--- src/rtl/core/bqe_pkg.sv ---
// shared types, code words and constant tables of the quantizing zigzag coder
// no dependencies
package bqe_pkg;

   localparam int BLOCK_SIZE = 64;
   localparam int QW = 9;
   localparam int SYM_DW = 15;

   localparam logic FUNC_FLUSH = 1'b1;
   localparam logic [8:0] Q_POS_MAX = 9'd255;
   localparam logic [8:0] Q_NEG_MIN = 9'h100;

   localparam logic [3:0] CODE_EOB = 4'b1010;
   localparam logic [3:0] CODE_LONG = 4'b1011;
   localparam logic [2:0] CODE_MEDIUM = 3'b100;
   localparam logic [1:0] CODE_PAIR = 2'b00;
   localparam logic [1:0] CODE_SHORT = 2'b01;
   localparam logic [1:0] CODE_RUN = 2'b11;

   localparam logic [3:0] LEN_EOB = 4'd4;
   localparam logic [3:0] LEN_RUN = 4'd5;
   localparam logic [3:0] LEN_PAIR = 4'd8;
   localparam logic [3:0] LEN_SHORT = 4'd5;
   localparam logic [3:0] LEN_MEDIUM = 4'd9;
   localparam logic [3:0] LEN_LONG = 4'd13;
   localparam logic [3:0] LEN_FLUSH = 4'd15;

   localparam logic [2:0] SHIFT_TAB [0:1][0:14] = '{
      '{3'd3, 3'd2, 3'd3, 3'd3, 3'd4, 3'd4, 3'd5, 3'd5,
        3'd6, 3'd6, 3'd6, 3'd6, 3'd6, 3'd6, 3'd6},
      '{3'd3, 3'd1, 3'd1, 3'd1, 3'd2, 3'd2, 3'd3, 3'd3,
        3'd4, 3'd4, 3'd4, 3'd5, 3'd5, 3'd5, 3'd5}
   };

   // zigzag position to raster index
   localparam logic [5:0] ZZ_ORDER [0:63] = '{
       6'd0,  6'd1,  6'd8, 6'd16,  6'd9,  6'd2,  6'd3, 6'd10,
      6'd17, 6'd24, 6'd32, 6'd25, 6'd18, 6'd11,  6'd4,  6'd5,
      6'd12, 6'd19, 6'd26, 6'd33, 6'd40, 6'd48, 6'd41, 6'd34,
      6'd27, 6'd20, 6'd13,  6'd6,  6'd7, 6'd14, 6'd21, 6'd28,
      6'd35, 6'd42, 6'd49, 6'd56, 6'd57, 6'd50, 6'd43, 6'd36,
      6'd29, 6'd22, 6'd15, 6'd23, 6'd30, 6'd37, 6'd44, 6'd51,
      6'd58, 6'd59, 6'd52, 6'd45, 6'd38, 6'd31, 6'd39, 6'd46,
      6'd53, 6'd60, 6'd61, 6'd54, 6'd47, 6'd55, 6'd62, 6'd63
   };

   // raster index to zigzag position
   localparam logic [5:0] ZZ_INV [0:63] = '{
       6'd0,  6'd1,  6'd5,  6'd6, 6'd14, 6'd15, 6'd27, 6'd28,
       6'd2,  6'd4,  6'd7, 6'd13, 6'd16, 6'd26, 6'd29, 6'd42,
       6'd3,  6'd8, 6'd12, 6'd17, 6'd25, 6'd30, 6'd41, 6'd43,
       6'd9, 6'd11, 6'd18, 6'd24, 6'd31, 6'd40, 6'd44, 6'd53,
      6'd10, 6'd19, 6'd23, 6'd32, 6'd39, 6'd45, 6'd52, 6'd54,
      6'd20, 6'd22, 6'd33, 6'd38, 6'd46, 6'd51, 6'd55, 6'd60,
      6'd21, 6'd34, 6'd37, 6'd47, 6'd50, 6'd56, 6'd59, 6'd61,
      6'd35, 6'd36, 6'd48, 6'd49, 6'd57, 6'd58, 6'd62, 6'd63
   };

   typedef struct packed {
      logic vld;
      logic [5:0] addr;
      logic [QW-1:0] data;
   } wr_type;

   typedef struct packed {
      logic flush;
      logic [6:0] last_cnt;
   } cmd_type;

   typedef struct packed {
      logic vld;
      logic fin;
      logic [3:0] len;
      logic [SYM_DW-1:0] data;
   } sym_type;

   typedef enum logic [1:0] {
      BK_IDLE,
      BK_FLUSH,
      BK_RUN,
      BK_FIN
   } back_state_type;

endpackage

--- src/rtl/core/bqe_front.sv ---
// front part: accepts requests, quantizes coefficients and queues commands
// depends on bqe_pkg
module bqe_front #(
   parameter int COEFF_WIDTH = 16,
   parameter int FRAC_BITS = 3
) (
   input  logic clock,
   input  logic reset,
   input  logic accept,
   input  logic func,
   input  logic [COEFF_WIDTH-1:0] coeff,
   input  logic quant_select,
   output bqe_pkg::wr_type wr,
   output logic push,
   output bqe_pkg::cmd_type push_cmd
);

   localparam int MW = COEFF_WIDTH + 1;
   localparam int SW = COEFF_WIDTH + 2;

   logic [5:0] load_cnt_ff, load_cnt_in;
   logic [6:0] last_cnt_ff, last_cnt_in;
   logic neg;
   logic [MW-1:0] mag;
   logic [3:0] row_col;
   logic [4:0] shift;
   logic [SW-1:0] sum, rnd;
   logic [8:0] qv;
   logic [6:0] base, pos1;
   logic load;

   assign load = accept && (func != bqe_pkg::FUNC_FLUSH);
   assign neg = coeff[COEFF_WIDTH-1];
   assign mag = neg ? (MW'(0) - {coeff[COEFF_WIDTH-1], coeff}) : {1'b0, coeff};
   assign row_col = {1'b0, load_cnt_ff[5:3]} + {1'b0, load_cnt_ff[2:0]};
   assign shift = 5'(FRAC_BITS) + {2'b00, bqe_pkg::SHIFT_TAB[quant_select][row_col]};
   assign sum = {1'b0, mag} + (SW'(1) << (shift - 5'd1));
   assign rnd = sum >> shift;

   always_comb begin
      if (neg) begin
         qv = (rnd > SW'(256)) ? bqe_pkg::Q_NEG_MIN : 9'(9'd0 - rnd[8:0]);
      end else begin
         qv = (rnd > SW'(255)) ? bqe_pkg::Q_POS_MAX : rnd[8:0];
      end
   end

   assign base = (load_cnt_ff == 6'd0) ? 7'd0 : last_cnt_ff;
   assign pos1 = {1'b0, bqe_pkg::ZZ_INV[load_cnt_ff]} + 7'd1;

   always_comb begin
      load_cnt_in = load_cnt_ff;
      last_cnt_in = last_cnt_ff;
      if (load) begin
         load_cnt_in = load_cnt_ff + 6'd1;
         last_cnt_in = ((qv != 9'd0) && (pos1 > base)) ? pos1 : base;
      end
   end

   always_ff @(posedge clock) begin
      if (reset) begin
         load_cnt_ff <= '0;
         last_cnt_ff <= '0;
      end else begin
         load_cnt_ff <= load_cnt_in;
         last_cnt_ff <= last_cnt_in;
      end
   end

   assign wr.vld = load;
   assign wr.addr = load_cnt_ff;
   assign wr.data = qv;

   assign push = accept && ((func == bqe_pkg::FUNC_FLUSH) || (load_cnt_ff == 6'd63));
   assign push_cmd.flush = (func == bqe_pkg::FUNC_FLUSH);
   assign push_cmd.last_cnt = last_cnt_in;

endmodule

--- src/rtl/core/bqe_cmd_fifo.sv ---
// two-entry command queue between front and back
// depends on bqe_pkg
module bqe_cmd_fifo (
   input  logic clock,
   input  logic reset,
   input  logic push,
   input  bqe_pkg::cmd_type push_cmd,
   input  logic pop,
   output logic full,
   output logic not_empty,
   output logic has_enc,
   output bqe_pkg::cmd_type head
);

   bqe_pkg::cmd_type mem_ff [0:1];
   logic wp_ff, rp_ff;
   logic [1:0] cnt_ff;
   logic slot_vld [0:1];

   assign full = (cnt_ff == 2'd2);
   assign not_empty = (cnt_ff != 2'd0);
   assign head = mem_ff[rp_ff];

   always_comb begin
      has_enc = 1'b0;
      for (int i = 0; i < 2; i++) begin
         slot_vld[i] = (cnt_ff == 2'd2) || ((cnt_ff == 2'd1) && (rp_ff == 1'(i)));
         if (slot_vld[i] && !mem_ff[i].flush) begin
            has_enc = 1'b1;
         end
      end
   end

   always_ff @(posedge clock) begin
      if (push) begin
         mem_ff[wp_ff] <= push_cmd;
      end
   end

   always_ff @(posedge clock) begin
      if (reset) begin
         wp_ff <= 1'b0;
         rp_ff <= 1'b0;
         cnt_ff <= 2'd0;
      end else begin
         if (push) begin
            wp_ff <= ~wp_ff;
         end
         if (pop) begin
            rp_ff <= ~rp_ff;
         end
         cnt_ff <= cnt_ff + {1'b0, push} - {1'b0, pop};
      end
   end

endmodule

--- src/rtl/core/bqe_back.sv ---
// back part: coefficient store, zigzag walk and variable-length code selection
// depends on bqe_pkg
module bqe_back (
   input  logic clock,
   input  logic reset,
   input  bqe_pkg::wr_type wr,
   input  logic cmd_vld,
   input  bqe_pkg::cmd_type cmd,
   output logic cmd_pop,
   output logic busy_enc,
   output bqe_pkg::sym_type sym,
   input  logic sym_ready
);

   logic [8:0] mem [0:63];
   logic [8:0] rd_q_ff;
   logic [5:0] rd_addr;

   bqe_pkg::back_state_type state_ff, state_in;
   logic [8:0] w_ff [0:2];
   logic [8:0] w_in [0:2];
   logic wa_ff [0:2];
   logic wa_in [0:2];
   logic [1:0] vc_ff, vc_in, vc_rem;
   logic pend_ff, pend_in, pabs_ff, pabs_in;
   logic [6:0] rp_ff, rp_in, k_ff, k_in, lc_ff, lc_in;
   logic [2:0] run_ff, run_in;
   logic [1:0] consume;
   logic avail, running, start, issue, eob, dec_vld;
   logic [3:0] dec_len;
   logic [14:0] dec_data;
   logic w0_zero, w0_short, w0_med, w1_short, w1_zero, w2_zero;

   assign rd_addr = bqe_pkg::ZZ_ORDER[rp_ff[5:0]];

   always_ff @(posedge clock) begin
      if (wr.vld) begin
         mem[wr.addr] <= wr.data;
      end
      rd_q_ff <= mem[rd_addr];
   end

   assign running = (state_ff == bqe_pkg::BK_RUN);
   assign avail = running && (vc_ff == 2'd3) && sym_ready;
   assign start = (state_ff == bqe_pkg::BK_IDLE) && cmd_vld;
   assign busy_enc = running;

   assign w0_zero = (w_ff[0] == 9'd0);
   assign w0_short = (w_ff[0][8:2] == 7'h00) || (w_ff[0][8:2] == 7'h7f);
   assign w0_med = (w_ff[0][8:5] == 4'h0) || (w_ff[0][8:5] == 4'hf);
   assign w1_short = !wa_ff[1] && ((w_ff[1][8:2] == 7'h00) || (w_ff[1][8:2] == 7'h7f));
   assign w1_zero = (w_ff[1] == 9'd0);
   assign w2_zero = !wa_ff[2] && (w_ff[2] == 9'd0);

   // code selection for the coefficient at the head of the window
   always_comb begin
      consume = 2'd0;
      run_in = run_ff;
      eob = 1'b0;
      dec_vld = 1'b0;
      dec_len = '0;
      dec_data = '0;
      if (avail) begin
         if (w0_zero) begin
            if (k_ff >= lc_ff) begin
               eob = 1'b1;
               dec_vld = 1'b1;
               dec_len = bqe_pkg::LEN_EOB;
               dec_data = {11'd0, bqe_pkg::CODE_EOB};
            end else if (run_ff == 3'd7) begin
               run_in = 3'd0;
               consume = 2'd1;
               dec_vld = 1'b1;
               dec_len = bqe_pkg::LEN_RUN;
               dec_data = {10'd0, bqe_pkg::CODE_RUN, 3'd0};
            end else begin
               run_in = run_ff + 3'd1;
               consume = 2'd1;
            end
         end else if (run_ff != 3'd0) begin
            run_in = 3'd0;
            dec_vld = 1'b1;
            dec_len = bqe_pkg::LEN_RUN;
            dec_data = {10'd0, bqe_pkg::CODE_RUN, run_ff};
         end else if (w0_short) begin
            dec_vld = 1'b1;
            if (w1_short && !(w1_zero && w2_zero)) begin
               consume = 2'd2;
               dec_len = bqe_pkg::LEN_PAIR;
               dec_data = {7'd0, bqe_pkg::CODE_PAIR, w_ff[0][2:0], w_ff[1][2:0]};
            end else begin
               consume = 2'd1;
               dec_len = bqe_pkg::LEN_SHORT;
               dec_data = {10'd0, bqe_pkg::CODE_SHORT, w_ff[0][2:0]};
            end
         end else if (w0_med) begin
            consume = 2'd1;
            dec_vld = 1'b1;
            dec_len = bqe_pkg::LEN_MEDIUM;
            dec_data = {6'd0, bqe_pkg::CODE_MEDIUM, w_ff[0][5:0]};
         end else begin
            consume = 2'd1;
            dec_vld = 1'b1;
            dec_len = bqe_pkg::LEN_LONG;
            dec_data = {2'd0, bqe_pkg::CODE_LONG, w_ff[0]};
         end
      end
   end

   assign k_in = start ? 7'd0 : (k_ff + {5'd0, consume});
   assign lc_in = start ? cmd.last_cnt : lc_ff;
   assign vc_rem = vc_ff - consume;
   assign issue = running && (({1'b0, vc_rem} + {2'd0, pend_ff}) < 3'd3);

   // window refill from the store
   always_comb begin
      for (int j = 0; j < 3; j++) begin
         w_in[j] = w_ff[j];
         wa_in[j] = wa_ff[j];
      end
      case (consume)
         2'd1: begin
            w_in[0] = w_ff[1];
            wa_in[0] = wa_ff[1];
            w_in[1] = w_ff[2];
            wa_in[1] = wa_ff[2];
         end
         2'd2: begin
            w_in[0] = w_ff[2];
            wa_in[0] = wa_ff[2];
         end
         default: begin
         end
      endcase
      vc_in = vc_rem;
      if (running && pend_ff) begin
         for (int j = 0; j < 3; j++) begin
            if (vc_rem == 2'(j)) begin
               w_in[j] = rd_q_ff;
               wa_in[j] = pabs_ff;
            end
         end
         vc_in = vc_rem + 2'd1;
      end
      pend_in = issue;
      pabs_in = rp_ff[6];
      rp_in = (issue && !rp_ff[6]) ? (rp_ff + 7'd1) : rp_ff;
      if (start) begin
         vc_in = 2'd0;
         pend_in = 1'b0;
         rp_in = 7'd0;
      end
   end

   always_comb begin
      state_in = state_ff;
      case (state_ff)
         bqe_pkg::BK_IDLE: begin
            if (cmd_vld) begin
               state_in = cmd.flush ? bqe_pkg::BK_FLUSH : bqe_pkg::BK_RUN;
            end
         end
         bqe_pkg::BK_FLUSH: begin
            if (sym_ready) begin
               state_in = bqe_pkg::BK_FIN;
            end
         end
         bqe_pkg::BK_RUN: begin
            if (eob || (k_in == 7'd64)) begin
               state_in = bqe_pkg::BK_FIN;
            end
         end
         bqe_pkg::BK_FIN: begin
            if (sym_ready) begin
               state_in = bqe_pkg::BK_IDLE;
            end
         end
         default: state_in = bqe_pkg::BK_IDLE;
      endcase
   end

   always_comb begin
      cmd_pop = 1'b0;
      sym = '0;
      case (state_ff)
         bqe_pkg::BK_IDLE: begin
            cmd_pop = cmd_vld;
         end
         bqe_pkg::BK_FLUSH: begin
            sym.vld = 1'b1;
            sym.len = bqe_pkg::LEN_FLUSH;
         end
         bqe_pkg::BK_RUN: begin
            sym.vld = dec_vld;
            sym.len = dec_len;
            sym.data = dec_data;
         end
         bqe_pkg::BK_FIN: begin
            sym.vld = 1'b1;
            sym.fin = 1'b1;
         end
         default: begin
         end
      endcase
   end

   always_ff @(posedge clock) begin
      for (int j = 0; j < 3; j++) begin
         w_ff[j] <= w_in[j];
         wa_ff[j] <= wa_in[j];
      end
      pabs_ff <= pabs_in;
      lc_ff <= lc_in;
   end

   always_ff @(posedge clock) begin
      if (reset) begin
         state_ff <= bqe_pkg::BK_IDLE;
         vc_ff <= '0;
         pend_ff <= 1'b0;
         rp_ff <= '0;
         k_ff <= '0;
         run_ff <= '0;
      end else begin
         state_ff <= state_in;
         vc_ff <= vc_in;
         pend_ff <= pend_in;
         rp_ff <= rp_in;
         k_ff <= k_in;
         run_ff <= start ? 3'd0 : run_in;
      end
   end

endmodule

--- src/rtl/core/bqe_packer.sv ---
// bit packer: msb-first 16-bit words, one held word and the output register
// depends on bqe_pkg
module bqe_packer (
   input  logic clock,
   input  logic reset,
   input  bqe_pkg::sym_type sym,
   output logic sym_ready,
   output logic rsp_tvalid,
   input  logic rsp_tready,
   output logic [15:0] rsp_tdata,
   output logic rsp_tlast
);

   logic [15:0] buf_ff, buf_in;
   logic [3:0] cnt_ff, cnt_in;
   logic [15:0] hold_ff;
   logic hold_vld_ff, hold_vld_in;
   logic out_vld_ff, out_vld_in, out_last_ff;
   logic [15:0] out_word_ff;
   logic out_free, take, produce, out_load, load_last;
   logic [30:0] acc;
   logic [4:0] tot;
   logic [15:0] word;

   assign out_free = !out_vld_ff || rsp_tready;
   assign sym_ready = !hold_vld_ff || out_free;
   assign take = sym.vld && sym_ready;

   assign acc = (31'(buf_ff) << sym.len) | 31'(sym.data);
   assign tot = {1'b0, cnt_ff} + {1'b0, sym.len};
   assign produce = tot[4];
   assign word = 16'(acc >> tot[3:0]);

   always_comb begin
      buf_in = buf_ff;
      cnt_in = cnt_ff;
      hold_vld_in = hold_vld_ff;
      out_load = 1'b0;
      load_last = 1'b0;
      if (take) begin
         if (sym.fin) begin
            out_load = hold_vld_ff;
            load_last = 1'b1;
            hold_vld_in = 1'b0;
         end else begin
            cnt_in = tot[3:0];
            buf_in = acc[15:0] & ((16'd1 << tot[3:0]) - 16'd1);
            if (produce) begin
               out_load = hold_vld_ff;
               hold_vld_in = 1'b1;
            end
         end
      end
      out_vld_in = out_load ? 1'b1 : (rsp_tready ? 1'b0 : out_vld_ff);
   end

   always_ff @(posedge clock) begin
      if (take && !sym.fin && produce) begin
         hold_ff <= word;
      end
      if (out_load) begin
         out_word_ff <= hold_ff;
         out_last_ff <= load_last;
      end
   end

   always_ff @(posedge clock) begin
      if (reset) begin
         buf_ff <= '0;
         cnt_ff <= '0;
         hold_vld_ff <= 1'b0;
         out_vld_ff <= 1'b0;
      end else begin
         buf_ff <= buf_in;
         cnt_ff <= cnt_in;
         hold_vld_ff <= hold_vld_in;
         out_vld_ff <= out_vld_in;
      end
   end

   assign rsp_tvalid = out_vld_ff;
   assign rsp_tdata = out_word_ff;
   assign rsp_tlast = out_last_ff;

endmodule

--- src/rtl/core/block_quantize_entropy_encode.sv ---
// Quantizing zigzag run-length coder for 8x8 blocks. Coefficients of a block arrive in
// raster order, one request per cycle while req_tready is high, and are quantized and
// stored as they come. The 64th coefficient starts the zigzag encode pass, in which the
// single read port of the coefficient store refills a three-entry window; coefficients
// of the next block are held off until the pass ends. A flush request passes through
// the flush and closing states of the back part.
// Words leave MSB first; tlast marks the last word caused by a request.
// depends on bqe_pkg, bqe_front, bqe_cmd_fifo, bqe_back, bqe_packer
module block_quantize_entropy_encode #(
   parameter int COEFF_WIDTH = 16,
   parameter int FRAC_BITS = 3
) (
   input  logic clock,
   input  logic reset,
   input  logic csr_psel,
   input  logic csr_penable,
   input  logic csr_pwrite,
   input  logic [2:0] csr_paddr,
   input  logic [31:0] csr_pwdata,
   output logic [31:0] csr_prdata,
   output logic csr_pready,
   input  logic req_tvalid,
   output logic req_tready,
   input  logic [((COEFF_WIDTH+7)/8)*8-1:0] req_tdata,  // coeff_value
   input  logic req_tuser,                                // func
   output logic rsp_tvalid,
   input  logic rsp_tready,
   output logic [15:0] rsp_tdata,                         // out_word
   output logic rsp_tlast                                 // last_word
);

   logic quant_select_ff;
   logic accept;
   bqe_pkg::wr_type wr;
   logic push, pop, fifo_full, fifo_vld, fifo_has_enc, busy_enc, sym_ready;
   bqe_pkg::cmd_type push_cmd, head;
   bqe_pkg::sym_type sym;

   assign csr_pready = 1'b1;
   assign csr_prdata = (csr_paddr[2] == 1'b0) ? {31'd0, quant_select_ff} : 32'd0;

   always_ff @(posedge clock) begin
      if (reset) begin
         quant_select_ff <= 1'b0;
      end else if (csr_psel && csr_penable && csr_pwrite && (csr_paddr[2] == 1'b0)) begin
         quant_select_ff <= csr_pwdata[0];
      end
   end

   assign req_tready = !fifo_full && !fifo_has_enc && !busy_enc;
   assign accept = req_tvalid && req_tready;

   bqe_front #(
      .COEFF_WIDTH(COEFF_WIDTH),
      .FRAC_BITS(FRAC_BITS)
   ) u_front (
      .clock(clock),
      .reset(reset),
      .accept(accept),
      .func(req_tuser),
      .coeff(req_tdata[COEFF_WIDTH-1:0]),
      .quant_select(quant_select_ff),
      .wr(wr),
      .push(push),
      .push_cmd(push_cmd)
   );

   bqe_cmd_fifo u_fifo (
      .clock(clock),
      .reset(reset),
      .push(push),
      .push_cmd(push_cmd),
      .pop(pop),
      .full(fifo_full),
      .not_empty(fifo_vld),
      .has_enc(fifo_has_enc),
      .head(head)
   );

   bqe_back u_back (
      .clock(clock),
      .reset(reset),
      .wr(wr),
      .cmd_vld(fifo_vld),
      .cmd(head),
      .cmd_pop(pop),
      .busy_enc(busy_enc),
      .sym(sym),
      .sym_ready(sym_ready)
   );

   bqe_packer u_packer (
      .clock(clock),
      .reset(reset),
      .sym(sym),
      .sym_ready(sym_ready),
      .rsp_tvalid(rsp_tvalid),
      .rsp_tready(rsp_tready),
      .rsp_tdata(rsp_tdata),
      .rsp_tlast(rsp_tlast)
   );

endmodule

--- config.mk ---
export PLATFORM = sky130hd
export DESIGN_NAME = block_quantize_entropy_encode
export DESIGN_NICKNAME = d
export VERILOG_FILES = /design/src/rtl/core/bqe_pkg.sv /design/src/rtl/core/bqe_front.sv /design/src/rtl/core/bqe_cmd_fifo.sv /design/src/rtl/core/bqe_back.sv /design/src/rtl/core/bqe_packer.sv /design/src/rtl/core/block_quantize_entropy_encode.sv
export SDC_FILE = /design/constraint.sdc
export NUM_CORES = 1
export LEC_CHECK = 0
export BUFFER_PORTS_ARGS = -buffer_cell sky130_fd_sc_hd__buf_2
export CAP_MARGIN = 20
export CORE_MARGIN = 5
export CORE_UTILIZATION = 63
export CTS_CLUSTER_SIZE = 20
export DETAILED_ROUTE_END_ITERATION = 16
export PLACE_DENSITY_LB_ADDON = 0.12
export SYNTH_ARGS = -nofsm -noshare
export SYNTH_HDL_FRONTEND = slang
export SYNTH_SLANG_ARGS = --single-unit
--- constraint.sdc ---
create_clock -name clock -period 14.18 [get_ports clock]
set_input_delay 2.836 -clock clock [delete_from_list [all_inputs] [get_ports clock]]
set_output_delay 2.836 -clock clock [all_outputs]
set_load 0.1 [all_outputs]
==> out/results.tsv <==
metric	value	unit
Yosys cell types	103	
yosys warns	0	
switching power	1.82	mW
wire per inst	24.3	microns
largest net degree at the start of global routing	96	
outcome	completed	
Core ar.	58700	sq um
crit path DAT	10.18	ns
CP Max Fanout	65	
diode count	0	
Critical Path Max Stage Delay	0.86	ns
Clock Power Share	32.9	%
Critical-path top delay cell	xnor2_1	
Final Hold Viols	0	
setup violators final	0	
Slew HR	29.9	%
First-pass DRT Iterations	6	
fmax	101	MHz
Worst Hold End	u_back.pabs_ff$_DFF_P_	
worst reg-to-reg setup slack	4.32	ns
leading cell type in the layout, fill and taps excluded	edfxtp_1	
Comb power frac	23.8	%
CP Capture Type	register	
Post-synth EDFFs	642	
Leak Pwr	13.7	nW
vias per inst	6.74	
Netlist Area Pre-Place	37100	sq um
Async SR Flop Fraction	0	%
num ports	111	
Die Area	63800	sq um
number of global-route vias before repair	23992	
max-cap viol count	0	
Worst Hold Class	register to register	
layout cells sized above 1	15.8	%
ys flop type	edfxtp_1	
Worst Setup Path Type	register to register	
Die Y-Extent	253	microns
most frequent cells in the layout	edfxtp_1, nor2_1, nand2_1	
DR vias	25044	
post-route cell area	40400	sq um
Final ANT Viol Nets	0	
Initial Util	63.2	%
RSZ-0062 raised after global routing	false	
post-synthesis average cell area	12.8	sq um
Hold Path Origin	u_back.rp_ff[6]$_SDFFE_PP0P_	
TritonCTS clock tree	yes	
number of clock sinks	734	
Die X	253	microns
Peak supply drop	0.130	mV
TritonCTS buffer count	77	
GRT Residual Overflow	0	
post-DP HPWL	57.1	mm
Worst EP required	14.50	ns
worst r2r src	u_front.load_cnt_ff[0]$_SDFFE_PP0P_	
max-slew violation count	0	
first-pass GRT wire length	140	mm
Power Density	149	nW/um^2
#FFs+latches synth	734	
total track usage	27.9	%
final worst-path cycle share	69.5	%
Int Pwr	4.19	mW
Post-DP Area	37900	sq um
clock-pin slew on the worst setup and hold paths	0.06	ns
Total Nets Final	3031	
initial antenna violation count	0	
crit path launch type	register	
H-tree Lvls	3	
TNS Setup	0	ns
Synth Instances	2893	
Reg-to-Reg End	u_fifo.mem_ff[1][6]$_DFFE_PP_	
total power	6.01	mW
CTS root buf	clkbuf_16	
sequential-to-total area share from yosys stat	56.9	%
CTS resizes	0	
Clock Skews	0.0531	ns
Hold Crit Depth	0	
port bufs	45	
cts hold-fix bufs	0	
slew at the pin closest to its max-slew limit	1.05	ns
row cnt	89	
sequential group share of total power	43.3	%
postcts setup bufs	0	
GPL Wtd Cong	0.930	
maximum buffer depth of the clock tree	3	
Syn-to-layout area delta	8.98	%
min cycle time layout	9.86	ns
switching part of the total power	30.3	%
Worst-Skew Late Latency	0.64	ns
Initial DRC Count	2757	
WL final	90.3	mm
R2R cell count	31	
drc violations	0	
-- through the flow --
stage          setup WS (ns)  util, %  hold WS, ns  std cells
5_1_grt                 3.66     68.9        0.396       3714
3_3_place_gp            4.14     64.6        0.365       3571
6_report                4.32     68.9        0.378       3714
4_1_cts                 4.35     68.8        0.381       3712
3_5_place_dp            4.38     64.6        0.368       3572
2_1_floorplan           3.37        -        0.352       2925
-- worst max-delay path, delay by kind of cell (launching register included) --
kind	cells	cell delay, ns
AO/OA/AOI/OAI	10	2.81
AND/OR/NAND/NOR	9	2.04
adder cells (fa/ha/maj)	5	1.71
buffers and inverters	6	1.61
XOR/XNOR	1	0.86
flip-flops	1	0.49
-- routing by layer --
layer	GRT usage, %	routed length (microns)	up-vias
li1	-	-	11168
met1	41.8	38700	12523
met2	43.8	42500	1212
met3	4.72	7300	141
met4	6.76	1790	0
met5	0	0	-
-- state kept, by name (all words and copies together), names as in the netlist, 2 cells and up, named ones only --
register	cells
u_back.run_ff	3
u_back.lc_ff	7
u_packer.buf_ff	16
u_front.load_cnt_ff	6
u_back.rp_ff	7
u_back.w_ff	27
u_back.vc_ff	2
u_fifo.mem_ff	16
u_back.state_ff	2
u_front.last_cnt_ff	7
u_back.wa_ff	2
u_back.k_ff	7
u_packer.hold_ff	16
u_fifo.cnt_ff	2
u_packer.cnt_ff	4
u_back.mem	576
u_back.rd_q_ff	9
u_packer.rsp_tdata	16
-- power by group through the flow --
stage | clock network [mW] | registers [mW] | logic (mW)
2_1_floorplan | 0 | 2.63 | 1.04
3_3_place_gp | 0 | 2.65 | 1.37
3_5_place_dp | 0 | 2.65 | 1.40
4_1_cts | 2.01 | 2.61 | 1.41
5_1_grt | 2.10 | 2.61 | 1.55
6_report | 1.98 | 2.60 | 1.43
-- synthesized netlist by cell type, types with 19 or more instances --
| cell | number | share of area, % |
|---|---|---|
| a211oi_1 | 49 | 0.99 |
| a21o_1 | 23 | 0.47 |
| a21oi_1 | 160 | 2.2 |
| a22oi_1 | 30 | 0.61 |
| a31oi_1 | 26 | 0.44 |
| buf_1 | 32 | 0.32 |
| buf_4 | 32 | 0.65 |
| clkbuf_1 | 135 | 1.4 |
| dfxtp_1 | 92 | 5.0 |
| edfxtp_1 | 642 | 52 |
| ha_1 | 89 | 3.0 |
| inv_1 | 55 | 0.56 |
| mux2_2 | 35 | 1.1 |
| mux2i_1 | 82 | 2.2 |
| mux4_2 | 163 | 9.9 |
| nand2_1 | 240 | 2.4 |
| nand2b_1 | 21 | 0.35 |
| nand3_1 | 62 | 0.84 |
| nand4_1 | 26 | 0.44 |
| nor2_1 | 274 | 2.8 |
| nor2b_1 | 26 | 0.44 |
| nor3_1 | 33 | 0.45 |
| o211ai_1 | 40 | 0.81 |
| o21ai_0 | 135 | 1.8 |
| o22ai_1 | 19 | 0.32 |
| xnor2_1 | 30 | 0.71 |
| xor2_1 | 22 | 0.52 |
-- final cells by class --
| type | count | area (sq um) |
|---|---|---|
| sequential | 734 | 21100 |
| fill | 4025 | 18300 |
| multi-input combinational | 1919 | 15000 |
| clock buffer | 97 | 2030 |
| tap | 773 | 967 |
| timing repair buffer | 85 | 551 |
| clock inverter | 43 | 470 |
| inverter | 63 | 236 |
-- worst max path at each step --
stage / from / to / slack [ns] / cells after the start
CTS: u_front.load_cnt_ff[0]$_SDFFE_PP0P_ / u_fifo.mem_ff[0][0]$_DFFE_PP_ / 4.35 / 28
finish: u_front.load_cnt_ff[0]$_SDFFE_PP0P_ / u_fifo.mem_ff[1][6]$_DFFE_PP_ / 4.32 / 31
detailed placement: u_front.load_cnt_ff[0]$_SDFFE_PP0P_ / u_fifo.mem_ff[0][0]$_DFFE_PP_ / 4.38 / 28
global route: u_front.load_cnt_ff[0]$_SDFFE_PP0P_ / u_fifo.mem_ff[0][4]$_DFFE_PP_ / 3.66 / 31
global placement: u_front.load_cnt_ff[0]$_SDFFE_PP0P_ / u_fifo.mem_ff[0][0]$_DFFE_PP_ / 4.14 / 27
floorplan: req_tdata[15] / u_fifo.mem_ff[0][5]$_DFFE_PP_ / 3.37 / 25
-- cells by family after synthesis --
family	count (synthesis)	synth area share, %
simple gates	797	9.91
mux	289	13.7
fa+ha+maj	92	3.16
xor+xnor	52	1.23
buf+inv	272	3.15
other cells	2	0.0202
compound gates	655	11.8
flops	734	56.9
Note: power is estimated with default switching activity, not from simulation.
